## config.mk

```make
export PLATFORM = sky130hd
export DESIGN_NAME = flow_pulse_rate_meter
export DESIGN_NICKNAME = d
export VERILOG_FILES = /design/src/fpr_pkg.sv /design/src/fpr_ctrl.sv /design/src/fpr_dp.sv /design/src/flow_pulse_rate_meter.sv
export SDC_FILE = /design/constraint.sdc
export NUM_CORES = 2
export LEC_CHECK = 0
export ABC_CLOCK_PERIOD_IN_PS = 13900
export BUFFER_PORTS_ARGS = -buffer_cell sky130_fd_sc_hd__clkbuf_2
export CAP_MARGIN = 30
export CELL_PAD_IN_SITES_DETAIL_PLACEMENT = 0
export CELL_PAD_IN_SITES_GLOBAL_PLACEMENT = 1
export CORE_MARGIN = 5
export CORE_UTILIZATION = 50
export DETAILED_ROUTE_END_ITERATION = 7
export PLACE_DENSITY_LB_ADDON = 0.1
export SLEW_MARGIN = 20
export SYNTH_ARGS = -nofsm -noshare
export SYNTH_HDL_FRONTEND = slang
export SYNTH_SLANG_ARGS = --single-unit
```

## constraint.sdc

```tcl
create_clock -name clk -period 13.9 [get_ports clk]
set_input_delay 2.085 -clock clk [delete_from_list [all_inputs] [get_ports clk]]
set_output_delay 2.085 -clock clk [all_outputs]
set_load 0.03 [all_outputs]
```

## src/fpr_pkg.sv

```systemverilog
// fpr_pkg: widths, register indexes and controller/datapath interface types
// for the flow pulse rate meter; used by every module of the block
`default_nettype none

package fpr_pkg;

	localparam int WINDOW_BITS   = 24;
	localparam int FRACTION_BITS = 16;

	localparam int CFG_W     = 16;
	localparam int ELAPSED_W = 32;
	localparam int TOTAL_W   = 32;
	localparam int RATE_W    = 32;
	localparam int MIN_W     = 38;
	localparam int HOUR_W    = 44;
	localparam int VOL_W     = 48;

	// signed sum of pulses per liter and calibration, and its positive range
	localparam int SDIV_W = CFG_W + 2;
	localparam int DSOR_W = CFG_W + 1;

	localparam int SCALE_W  = 10;
	localparam int NUM_W    = WINDOW_BITS + SCALE_W;
	localparam int DVD_W    = NUM_W + FRACTION_BITS;
	localparam int DEN_W    = DSOR_W + ELAPSED_W;
	localparam int CNT_W    = $clog2(DVD_W);
	localparam int QX_W     = ((DVD_W > RATE_W) ? DVD_W : RATE_W) + 1;
	localparam int SUM_W    = ((DVD_W > VOL_W) ? DVD_W : VOL_W) + 1;

	localparam logic [NUM_W-1:0]  MS_PER_S   = NUM_W'(1000);
	localparam logic [MIN_W-1:0]  S_PER_MIN  = MIN_W'(60);
	localparam logic [HOUR_W-1:0] S_PER_HOUR = HOUR_W'(3600);

	// configuration register indexes
	localparam logic REG_PULSES_PER_LITER = 1'b0;
	localparam logic REG_CALIBRATION      = 1'b1;

	typedef struct packed {
		logic load;
		logic eval;
		logic step;
		logic update;
		logic finish;
	} fpr_cmd_t;

	typedef struct packed {
		logic sample;
		logic div_err;
		logic elapsed_zero;
	} fpr_stat_t;

endpackage

`default_nettype wire

```

## src/fpr_ctrl.sv

```systemverilog
// fpr_ctrl: sequencing state machine of the flow pulse rate meter
// depends on fpr_pkg for the command and status types
`default_nettype none

module fpr_ctrl (
	input  wire logic              clk,
	input  wire logic              arst_n,
	input  wire logic              in_valid,
	output logic                   in_ready,
	output logic                   out_valid,
	input  wire logic              out_ready,
	input  wire fpr_pkg::fpr_stat_t stat,
	output fpr_pkg::fpr_cmd_t      cmd
);

	localparam logic [2:0] ST_IDLE = 3'd0;
	localparam logic [2:0] ST_EVAL = 3'd1;
	localparam logic [2:0] ST_DIV  = 3'd2;
	localparam logic [2:0] ST_UPD  = 3'd3;
	localparam logic [2:0] ST_FIN  = 3'd4;

	logic [2:0]                  state_q;
	logic [2:0]                  state_d;
	logic [fpr_pkg::CNT_W-1:0]   cnt_q;
	logic                        out_valid_q;
	logic                        start;

	assign in_ready  = (state_q == ST_IDLE);
	assign out_valid = out_valid_q;
	assign start     = stat.sample & ~stat.div_err & ~stat.elapsed_zero;

	always_comb begin
		cmd     = '0;
		state_d = state_q;
		case (state_q)
			ST_IDLE: begin
				if (in_valid) begin
					cmd.load = 1'b1;
					state_d  = ST_EVAL;
				end
			end
			ST_EVAL: begin
				cmd.eval = 1'b1;
				state_d  = start ? ST_DIV : ST_FIN;
			end
			ST_DIV: begin
				cmd.step = 1'b1;
				if (cnt_q == '0) begin
					state_d = ST_UPD;
				end
			end
			ST_UPD: begin
				cmd.update = 1'b1;
				state_d    = ST_FIN;
			end
			ST_FIN: begin
				if (!out_valid_q || out_ready) begin
					cmd.finish = 1'b1;
					state_d    = ST_IDLE;
				end
			end
			default: begin
				state_d = ST_IDLE;
			end
		endcase
	end

	always_ff @(posedge clk or negedge arst_n) begin
		if (!arst_n) begin
			state_q     <= ST_IDLE;
			cnt_q       <= '0;
			out_valid_q <= 1'b0;
		end else begin
			state_q <= state_d;
			if (cmd.eval) begin
				cnt_q <= fpr_pkg::CNT_W'(fpr_pkg::DVD_W - 1);
			end else if (cmd.step) begin
				cnt_q <= cnt_q - fpr_pkg::CNT_W'(1);
			end
			if (cmd.finish) begin
				out_valid_q <= 1'b1;
			end else if (out_ready) begin
				out_valid_q <= 1'b0;
			end
		end
	end

endmodule

`default_nettype wire

```

## src/fpr_dp.sv

```systemverilog
// fpr_dp: counters, configuration, two-lane restoring divider and output
// register of the flow pulse rate meter; depends on fpr_pkg
`default_nettype none

module fpr_dp (
	input  wire logic                          clk,
	input  wire logic                          arst_n,
	input  wire logic                          cfg_wr_en,
	input  wire logic                          cfg_addr,
	input  wire logic [fpr_pkg::CFG_W-1:0]     cfg_wdata,
	input  wire logic                          pulse,
	input  wire logic                          tick_ms,
	input  wire logic                          sample,
	input  wire logic                          clear_pulses,
	input  wire logic                          clear_volume,
	input  wire fpr_pkg::fpr_cmd_t             cmd,
	output fpr_pkg::fpr_stat_t                 stat,
	output logic [fpr_pkg::RATE_W-1:0]         rate_per_second,
	output logic [fpr_pkg::MIN_W-1:0]          rate_per_minute,
	output logic [fpr_pkg::HOUR_W-1:0]         rate_per_hour,
	output logic [fpr_pkg::VOL_W-1:0]          volume_liters,
	output logic [fpr_pkg::TOTAL_W-1:0]        pulse_total,
	output logic                               updated,
	output logic                               divisor_error
);

	localparam int WB  = fpr_pkg::WINDOW_BITS;
	localparam int FB  = fpr_pkg::FRACTION_BITS;
	localparam int DVW = fpr_pkg::DVD_W;
	localparam int DNW = fpr_pkg::DEN_W;

	logic [fpr_pkg::CFG_W-1:0]     ppl_q;
	logic [fpr_pkg::CFG_W-1:0]     cal_q;
	logic [WB-1:0]                 window_q;
	logic [fpr_pkg::ELAPSED_W-1:0] elapsed_q;
	logic [fpr_pkg::TOTAL_W-1:0]   total_q;
	logic [fpr_pkg::RATE_W-1:0]    rate_q;
	logic [fpr_pkg::VOL_W-1:0]     vol_q;
	logic                          updated_q;
	logic                          sample_q;
	logic                          clrp_q;
	logic                          clrv_q;

	logic [DNW-1:0] den_rate_q;
	logic [DNW-1:0] den_vol_q;
	logic [DVW-1:0] dvd_rate_q;
	logic [DVW-1:0] dvd_vol_q;
	logic [DNW-1:0] rem_rate_q;
	logic [DNW-1:0] rem_vol_q;
	logic [DVW-1:0] quo_rate_q;
	logic [DVW-1:0] quo_vol_q;

	logic [fpr_pkg::SDIV_W-1:0] divisor;
	logic [fpr_pkg::DSOR_W-1:0] dsor;
	logic                       div_err;
	logic [fpr_pkg::NUM_W-1:0]  num;

	logic [DNW:0] r_rate, r_vol, diff_rate, diff_vol;
	logic         ge_rate, ge_vol;

	logic [fpr_pkg::QX_W-1:0]   qx;
	logic [fpr_pkg::RATE_W-1:0] rate_next;
	logic [fpr_pkg::SUM_W-1:0]  vol_sum;
	logic [fpr_pkg::VOL_W-1:0]  vol_next;

	assign divisor = {2'b00, ppl_q} + {{2{cal_q[fpr_pkg::CFG_W-1]}}, cal_q};
	assign div_err = divisor[fpr_pkg::SDIV_W-1] | (divisor == '0);
	assign dsor    = divisor[fpr_pkg::DSOR_W-1:0];
	assign num     = fpr_pkg::NUM_W'(window_q) * fpr_pkg::MS_PER_S;

	assign stat.sample       = sample_q;
	assign stat.div_err      = div_err;
	assign stat.elapsed_zero = (elapsed_q == '0);

	// one restoring step per lane
	assign r_rate    = {rem_rate_q, dvd_rate_q[DVW-1]};
	assign diff_rate = r_rate - {1'b0, den_rate_q};
	assign ge_rate   = (r_rate >= {1'b0, den_rate_q});
	assign r_vol     = {rem_vol_q, dvd_vol_q[DVW-1]};
	assign diff_vol  = r_vol - {1'b0, den_vol_q};
	assign ge_vol    = (r_vol >= {1'b0, den_vol_q});

	assign qx        = fpr_pkg::QX_W'(quo_rate_q);
	assign rate_next = (qx[fpr_pkg::QX_W-1:fpr_pkg::RATE_W] != '0) ? '1
	                                                               : qx[fpr_pkg::RATE_W-1:0];
	assign vol_sum   = fpr_pkg::SUM_W'(vol_q) + fpr_pkg::SUM_W'(quo_vol_q);
	assign vol_next  = (vol_sum[fpr_pkg::SUM_W-1:fpr_pkg::VOL_W] != '0) ? '1
	                                                                    : vol_sum[fpr_pkg::VOL_W-1:0];

	always_ff @(posedge clk or negedge arst_n) begin
		if (!arst_n) begin
			ppl_q     <= fpr_pkg::CFG_W'(450);
			cal_q     <= '0;
			window_q  <= '0;
			elapsed_q <= '0;
			total_q   <= '0;
			rate_q    <= '0;
			vol_q     <= '0;
			updated_q <= 1'b0;
		end else begin
			if (cfg_wr_en) begin
				case (cfg_addr)
					fpr_pkg::REG_PULSES_PER_LITER: ppl_q <= cfg_wdata;
					fpr_pkg::REG_CALIBRATION:      cal_q <= cfg_wdata;
					default: ;
				endcase
			end
			if (cmd.load) begin
				updated_q <= 1'b0;
				if (pulse) begin
					window_q <= window_q + WB'(1);
				end
				if (tick_ms) begin
					elapsed_q <= elapsed_q + fpr_pkg::ELAPSED_W'(1);
				end
			end else if (cmd.update) begin
				rate_q    <= rate_next;
				vol_q     <= vol_next;
				total_q   <= total_q + fpr_pkg::TOTAL_W'(window_q);
				window_q  <= '0;
				elapsed_q <= '0;
				updated_q <= 1'b1;
			end else if (cmd.finish) begin
				if (clrp_q) begin
					window_q <= '0;
					total_q  <= '0;
				end
				if (clrv_q) begin
					vol_q <= '0;
				end
			end
		end
	end

	// item flags and divider
	always_ff @(posedge clk) begin
		if (cmd.load) begin
			sample_q <= sample;
			clrp_q   <= clear_pulses;
			clrv_q   <= clear_volume;
		end
		if (cmd.eval) begin
			den_rate_q <= DNW'(dsor) * DNW'(elapsed_q);
			den_vol_q  <= DNW'(dsor);
			dvd_rate_q <= {num, {FB{1'b0}}};
			dvd_vol_q  <= DVW'({window_q, {FB{1'b0}}});
			rem_rate_q <= '0;
			rem_vol_q  <= '0;
			quo_rate_q <= '0;
			quo_vol_q  <= '0;
		end else if (cmd.step) begin
			rem_rate_q <= ge_rate ? diff_rate[DNW-1:0] : r_rate[DNW-1:0];
			rem_vol_q  <= ge_vol ? diff_vol[DNW-1:0] : r_vol[DNW-1:0];
			dvd_rate_q <= {dvd_rate_q[DVW-2:0], 1'b0};
			dvd_vol_q  <= {dvd_vol_q[DVW-2:0], 1'b0};
			quo_rate_q <= {quo_rate_q[DVW-2:0], ge_rate};
			quo_vol_q  <= {quo_vol_q[DVW-2:0], ge_vol};
		end
	end

	// output beat register
	always_ff @(posedge clk) begin
		if (cmd.finish) begin
			rate_per_second <= rate_q;
			rate_per_minute <= fpr_pkg::MIN_W'(rate_q) * fpr_pkg::S_PER_MIN;
			rate_per_hour   <= fpr_pkg::HOUR_W'(rate_q) * fpr_pkg::S_PER_HOUR;
			volume_liters   <= clrv_q ? '0 : vol_q;
			pulse_total     <= clrp_q ? '0 : total_q;
			updated         <= updated_q;
			divisor_error   <= sample_q & div_err;
		end
	end

endmodule

`default_nettype wire

```

## src/flow_pulse_rate_meter.sv

```systemverilog
// flow_pulse_rate_meter: top level, joins fpr_ctrl and fpr_dp
// depends on fpr_pkg, fpr_ctrl and fpr_dp
`default_nettype none

// Pulse flow meter. Each input beat carries one pulse flag, one millisecond
// tick, a sample request and two clears; each produces one output beat with
// the flow rate per second, minute and hour, the volume and the pulse total.
// Beats are handled one at a time. A beat without a valid sample passes
// load, evaluation and finish; a sample that updates rate and volume also
// passes the bit-serial restoring divider, which produces one quotient bit
// per cycle for rate and volume side by side, then an update. A new beat is
// accepted while the previous result still waits on the output. The user
// must write configuration only while idle; the block does not enforce it.
module flow_pulse_rate_meter (
	input  wire logic                          clk,
	input  wire logic                          arst_n,
	input  wire logic                          cfg_wr_en,
	input  wire logic                          cfg_addr,
	input  wire logic [fpr_pkg::CFG_W-1:0]     cfg_wdata,
	input  wire logic                          in_valid,
	output logic                               in_ready,
	input  wire logic                          pulse,
	input  wire logic                          tick_ms,
	input  wire logic                          sample,
	input  wire logic                          clear_pulses,
	input  wire logic                          clear_volume,
	output logic                               out_valid,
	input  wire logic                          out_ready,
	output logic [fpr_pkg::RATE_W-1:0]         rate_per_second,
	output logic [fpr_pkg::MIN_W-1:0]          rate_per_minute,
	output logic [fpr_pkg::HOUR_W-1:0]         rate_per_hour,
	output logic [fpr_pkg::VOL_W-1:0]          volume_liters,
	output logic [fpr_pkg::TOTAL_W-1:0]        pulse_total,
	output logic                               updated,
	output logic                               divisor_error
);

	fpr_pkg::fpr_cmd_t  cmd;
	fpr_pkg::fpr_stat_t stat;

	fpr_ctrl u_ctrl (
		.clk       (clk),
		.arst_n    (arst_n),
		.in_valid  (in_valid),
		.in_ready  (in_ready),
		.out_valid (out_valid),
		.out_ready (out_ready),
		.stat      (stat),
		.cmd       (cmd)
	);

	fpr_dp u_dp (
		.clk             (clk),
		.arst_n          (arst_n),
		.cfg_wr_en       (cfg_wr_en),
		.cfg_addr        (cfg_addr),
		.cfg_wdata       (cfg_wdata),
		.pulse           (pulse),
		.tick_ms         (tick_ms),
		.sample          (sample),
		.clear_pulses    (clear_pulses),
		.clear_volume    (clear_volume),
		.cmd             (cmd),
		.stat            (stat),
		.rate_per_second (rate_per_second),
		.rate_per_minute (rate_per_minute),
		.rate_per_hour   (rate_per_hour),
		.volume_liters   (volume_liters),
		.pulse_total     (pulse_total),
		.updated         (updated),
		.divisor_error   (divisor_error)
	);

endmodule

`default_nettype wire

```

==> results.sh <==
export IMPL_outcome="completed"
export IMPL_vdd_drop_max_uv=271
export IMPL_finalMaxSlewViolations=0
export IMPL_yosysSeqAreaShare_pct=30.1
export IMPL_synth_avg_cell_area_sq_um=9.59
export IMPL_ys_types=83
export IMPL_p_total_mw=18.9
export IMPL_synthFlopType="edfxtp_1"
export IMPL_p_leak_nw=32.3
export IMPL_clockBufferDepth=3
export IMPL_start_util_pct=50.2
export IMPL_r2r_slack_ps=4300
export IMPL_core_sq_mm=0.123
export IMPL_slew_headroom_pct=33.4
export IMPL_place_port_buffers=218
export IMPL_fin_area_sq_mm=0.0675
export IMPL_synth_area_leaders="fa_1 20%, edfxtp_1 15%, ha_1 9.9%"
export IMPL_cts_setup_buffers=0
export IMPL_multiInputGateArea_sq_mm=0.0392
export IMPL_die_area_sq_mm=0.131
export IMPL_htreeDepth=3
export IMPL_hold_depth=2
export IMPL_yosys_area_top_type_share_pct=20.3
export IMPL_cts_tree="built"
export IMPL_worstSetupPathType="register to register"
export IMPL_syn_inst=6459
export IMPL_ys_ff_latch=725
export IMPL_yosysWarnings=0
export IMPL_synth_edf_count=306
export IMPL_place_area_sq_mm=0.0646
export IMPL_worst_slew_pin_slew_ps=1000
export IMPL_hold_violations=0
export IMPL_grt_ovfl_total=0
export IMPL_routed_wl_um=153000
export IMPL_rsz0062_at_grt="false"
export IMPL_post_cts_resized=0
export IMPL_setup_tns_ps=0
export IMPL_cts_hold_buf=0
export IMPL_grt_pass1_vias=46200
export IMPL_placed_cells=8083
export IMPL_crit_arrival_ps=10000
export IMPL_path_clk_slew_ps=60
export IMPL_synth_area_sq_mm=0.0620
export IMPL_gr_usage_all_layers_pct=23.6
export IMPL_post_route_util_pct=54.7
export IMPL_drc_errors=0
export IMPL_cts_buffers=83
export IMPL_vias_per_cell=5.48
export IMPL_syn2layout_area_growth_pct=8.93
export IMPL_finalSetupViolCount=0
export IMPL_cts_sinks=725
export IMPL_fin_crit_sh_pct=69.1
export IMPL_start_kind="register"
export IMPL_drt_iter0_drc=2764
export IMPL_drtPass1Iterations=7
export IMPL_die_w_um=362
export IMPL_grt_pass1_wl_um=252000
export IMPL_critPathRequiredTime_ps=14300
export IMPL_final_min_clock_period_ps=9600
export IMPL_path_depth=30
export IMPL_cpMostUsedCell="fa_1"
export IMPL_grt_antenna_before_repair=1
export IMPL_max_freq_mhz=104
export IMPL_clock_root_buffer="clkbuf_16"
export IMPL_regArea_sq_mm=0.0186
export IMPL_gp_congestion=0.860
export IMPL_ant_nets=0
export IMPL_fillers=11300
export IMPL_maxCapViolations=0
export IMPL_drive_gt1_share_pct=7.74
export IMPL_num_rows=129
export IMPL_reg2reg_depth=30
export IMPL_endpoint_kind="register"
export IMPL_via_count=45200
export IMPL_clk_latency_ps=680
export IMPL_crit_path_max_fanout=34
export IMPL_avgRoutedWirePerCell_um=18.5
export IMPL_nNetsFinal=7679
export IMPL_power_density_mw_per_mm2=279
export IMPL_hp_class="register to register"
export IMPL_cp_num_buf_inv=3
export IMPL_synth_top_area_cell="fa_1"
export IMPL_crit_family="adder cells"
export IMPL_setup_ws_ps=4300
export IMPL_dp_hpwl_um=113000
export IMPL_instances_no_fill=8240
export IMPL_whs_ps=460
export IMPL_slowest_stage="fa_1"
export IMPL_num_io_pins=225
export IMPL_die_y_um=362
export IMPL_clock_skew_ps=37.4
export IMPL_place_ws_ps=4320
export IMPL_cp_slowest_stage_delay_ps=540
export IMPL_grt_max_degree=130
export IMPL_async_flop_share_pct=29.1
## sequential cells by signal (all words and copies together), names as in the netlist, 33 cells and up
register / count
u_dp.quo_rate_q: 50
u_dp.rate_per_hour: 35
u_dp.rate_per_minute: 35
u_dp.den_rate_q: 49
u_dp.dvd_vol_q: 33
u_dp.volume_liters: 48
u_dp.rem_rate_q: 49
u_dp.vol_q: 48
u_dp.quo_vol_q: 50
u_dp.rem_vol_q: 49
## layout by cell type (no fill, tap or decap), drive strengths merged, types with 207 or more instances in the layout
cell type	synthesis	final
a21oi	355	355
nand2	830	830
dfrtp	207	207
fa	627	627
dfxtp	208	208
o21ai	296	296
inv	837	841
ha	491	491
edfxtp	306	306
nor2	278	278
clkbuf	256	322
## layer usage
layer | GRT usage (%) | wire, um | up-vias
met2 | 37.6 | 69700 | 954
met3 | 3.09 | 7380 | 184
li1 | - | - | 21800
met4 | 5.38 | 3110 | 0
met1 | 34.5 | 72700 | 22300
met5 | 0 | 0 | -
## path summary, 6_finish.rpt
kind / end / from
setup reg to reg: u_dp.den_rate_q[46] / u_dp.cal_q[0]
hold / removal: u_dp.rem_vol_q[48] / u_dp.rem_vol_q[48]
max in group asynchronous: u_dp.ppl_q[6] / arst_n
setup / recovery: u_dp.den_rate_q[46] / u_dp.cal_q[0]
hold reg to reg: u_dp.rem_vol_q[48] / u_dp.rem_vol_q[48]
min in group asynchronous: u_dp.vol_q[30] / arst_n
## cells in the mapped netlist, drive strengths merged (8+ instances only)
cell type,count
a21oi,355
nor4,38
or4,15
and3,37
and4,17
a211o,12
o2111ai,10
o211ai,29
o22ai,37
a221o,8
o22a,9
o31ai,11
or3,27
a31oi,46
nand3,98
nor3,56
xnor2,195
o21a,33
a211oi,38
inv,837
dfxtp,208
a22o,113
edfxtp,306
nand4,56
mux2i,35
ha,491
o21bai,42
and2,178
xor2,141
nand2b,40
a21o,157
mux2,33
nor2b,99
nand2,830
o21ai,296
fa,627
buf,41
a21boi,8
or2,11
nor2,278
clkbuf,256
dfrtp,207
## cells by family (layout without fill, tap and decap cells)
group	Yosys count	after routing	share of synthesized area, %
adder cells (fa/ha/maj)	1118	1118	30.2
buffers and inverters	1134	1272	6.99
XOR/XNOR	336	336	4.75
other	1	7	0.00605
AND/OR/NAND/NOR	1797	1797	13.6
multiplexers	68	68	1.17
AO/OA/AOI/OAI	1280	1280	13.3
flip-flops	725	725	30.1
## power breakdown
group	internal [mW]	switching, mW
Clock	1.37	0.927
Sequential	3.53	0.482
Combinational	4.95	7.60
## worst reg2reg max path, delay by kind of cell (launching register included)
family / cells / cell delay [ps]
AO/OA/AOI/OAI: 12 / 3310
XOR/XNOR: 1 / 160
adder cells (fa/ha/maj): 9 / 4010
buffers and inverters: 3 / 530
flip-flops: 1 / 380
multiplexers: 1 / 150
AND/OR/NAND/NOR: 4 / 780
## final cells by class
type | instances | share of cell area (%)
inverters | 837 | 4.66
well taps | 1637 | 3.03
repair buffers | 282 | 2.46
flip-flops and latches | 725 | 27.6
diodes | 1 | 0.00371
clock buffers | 105 | 3.37
clock inverters | 48 | 0.851
multi-input cells | 4605 | 58.0
Note: power is estimated with default switching activity, not from simulation.
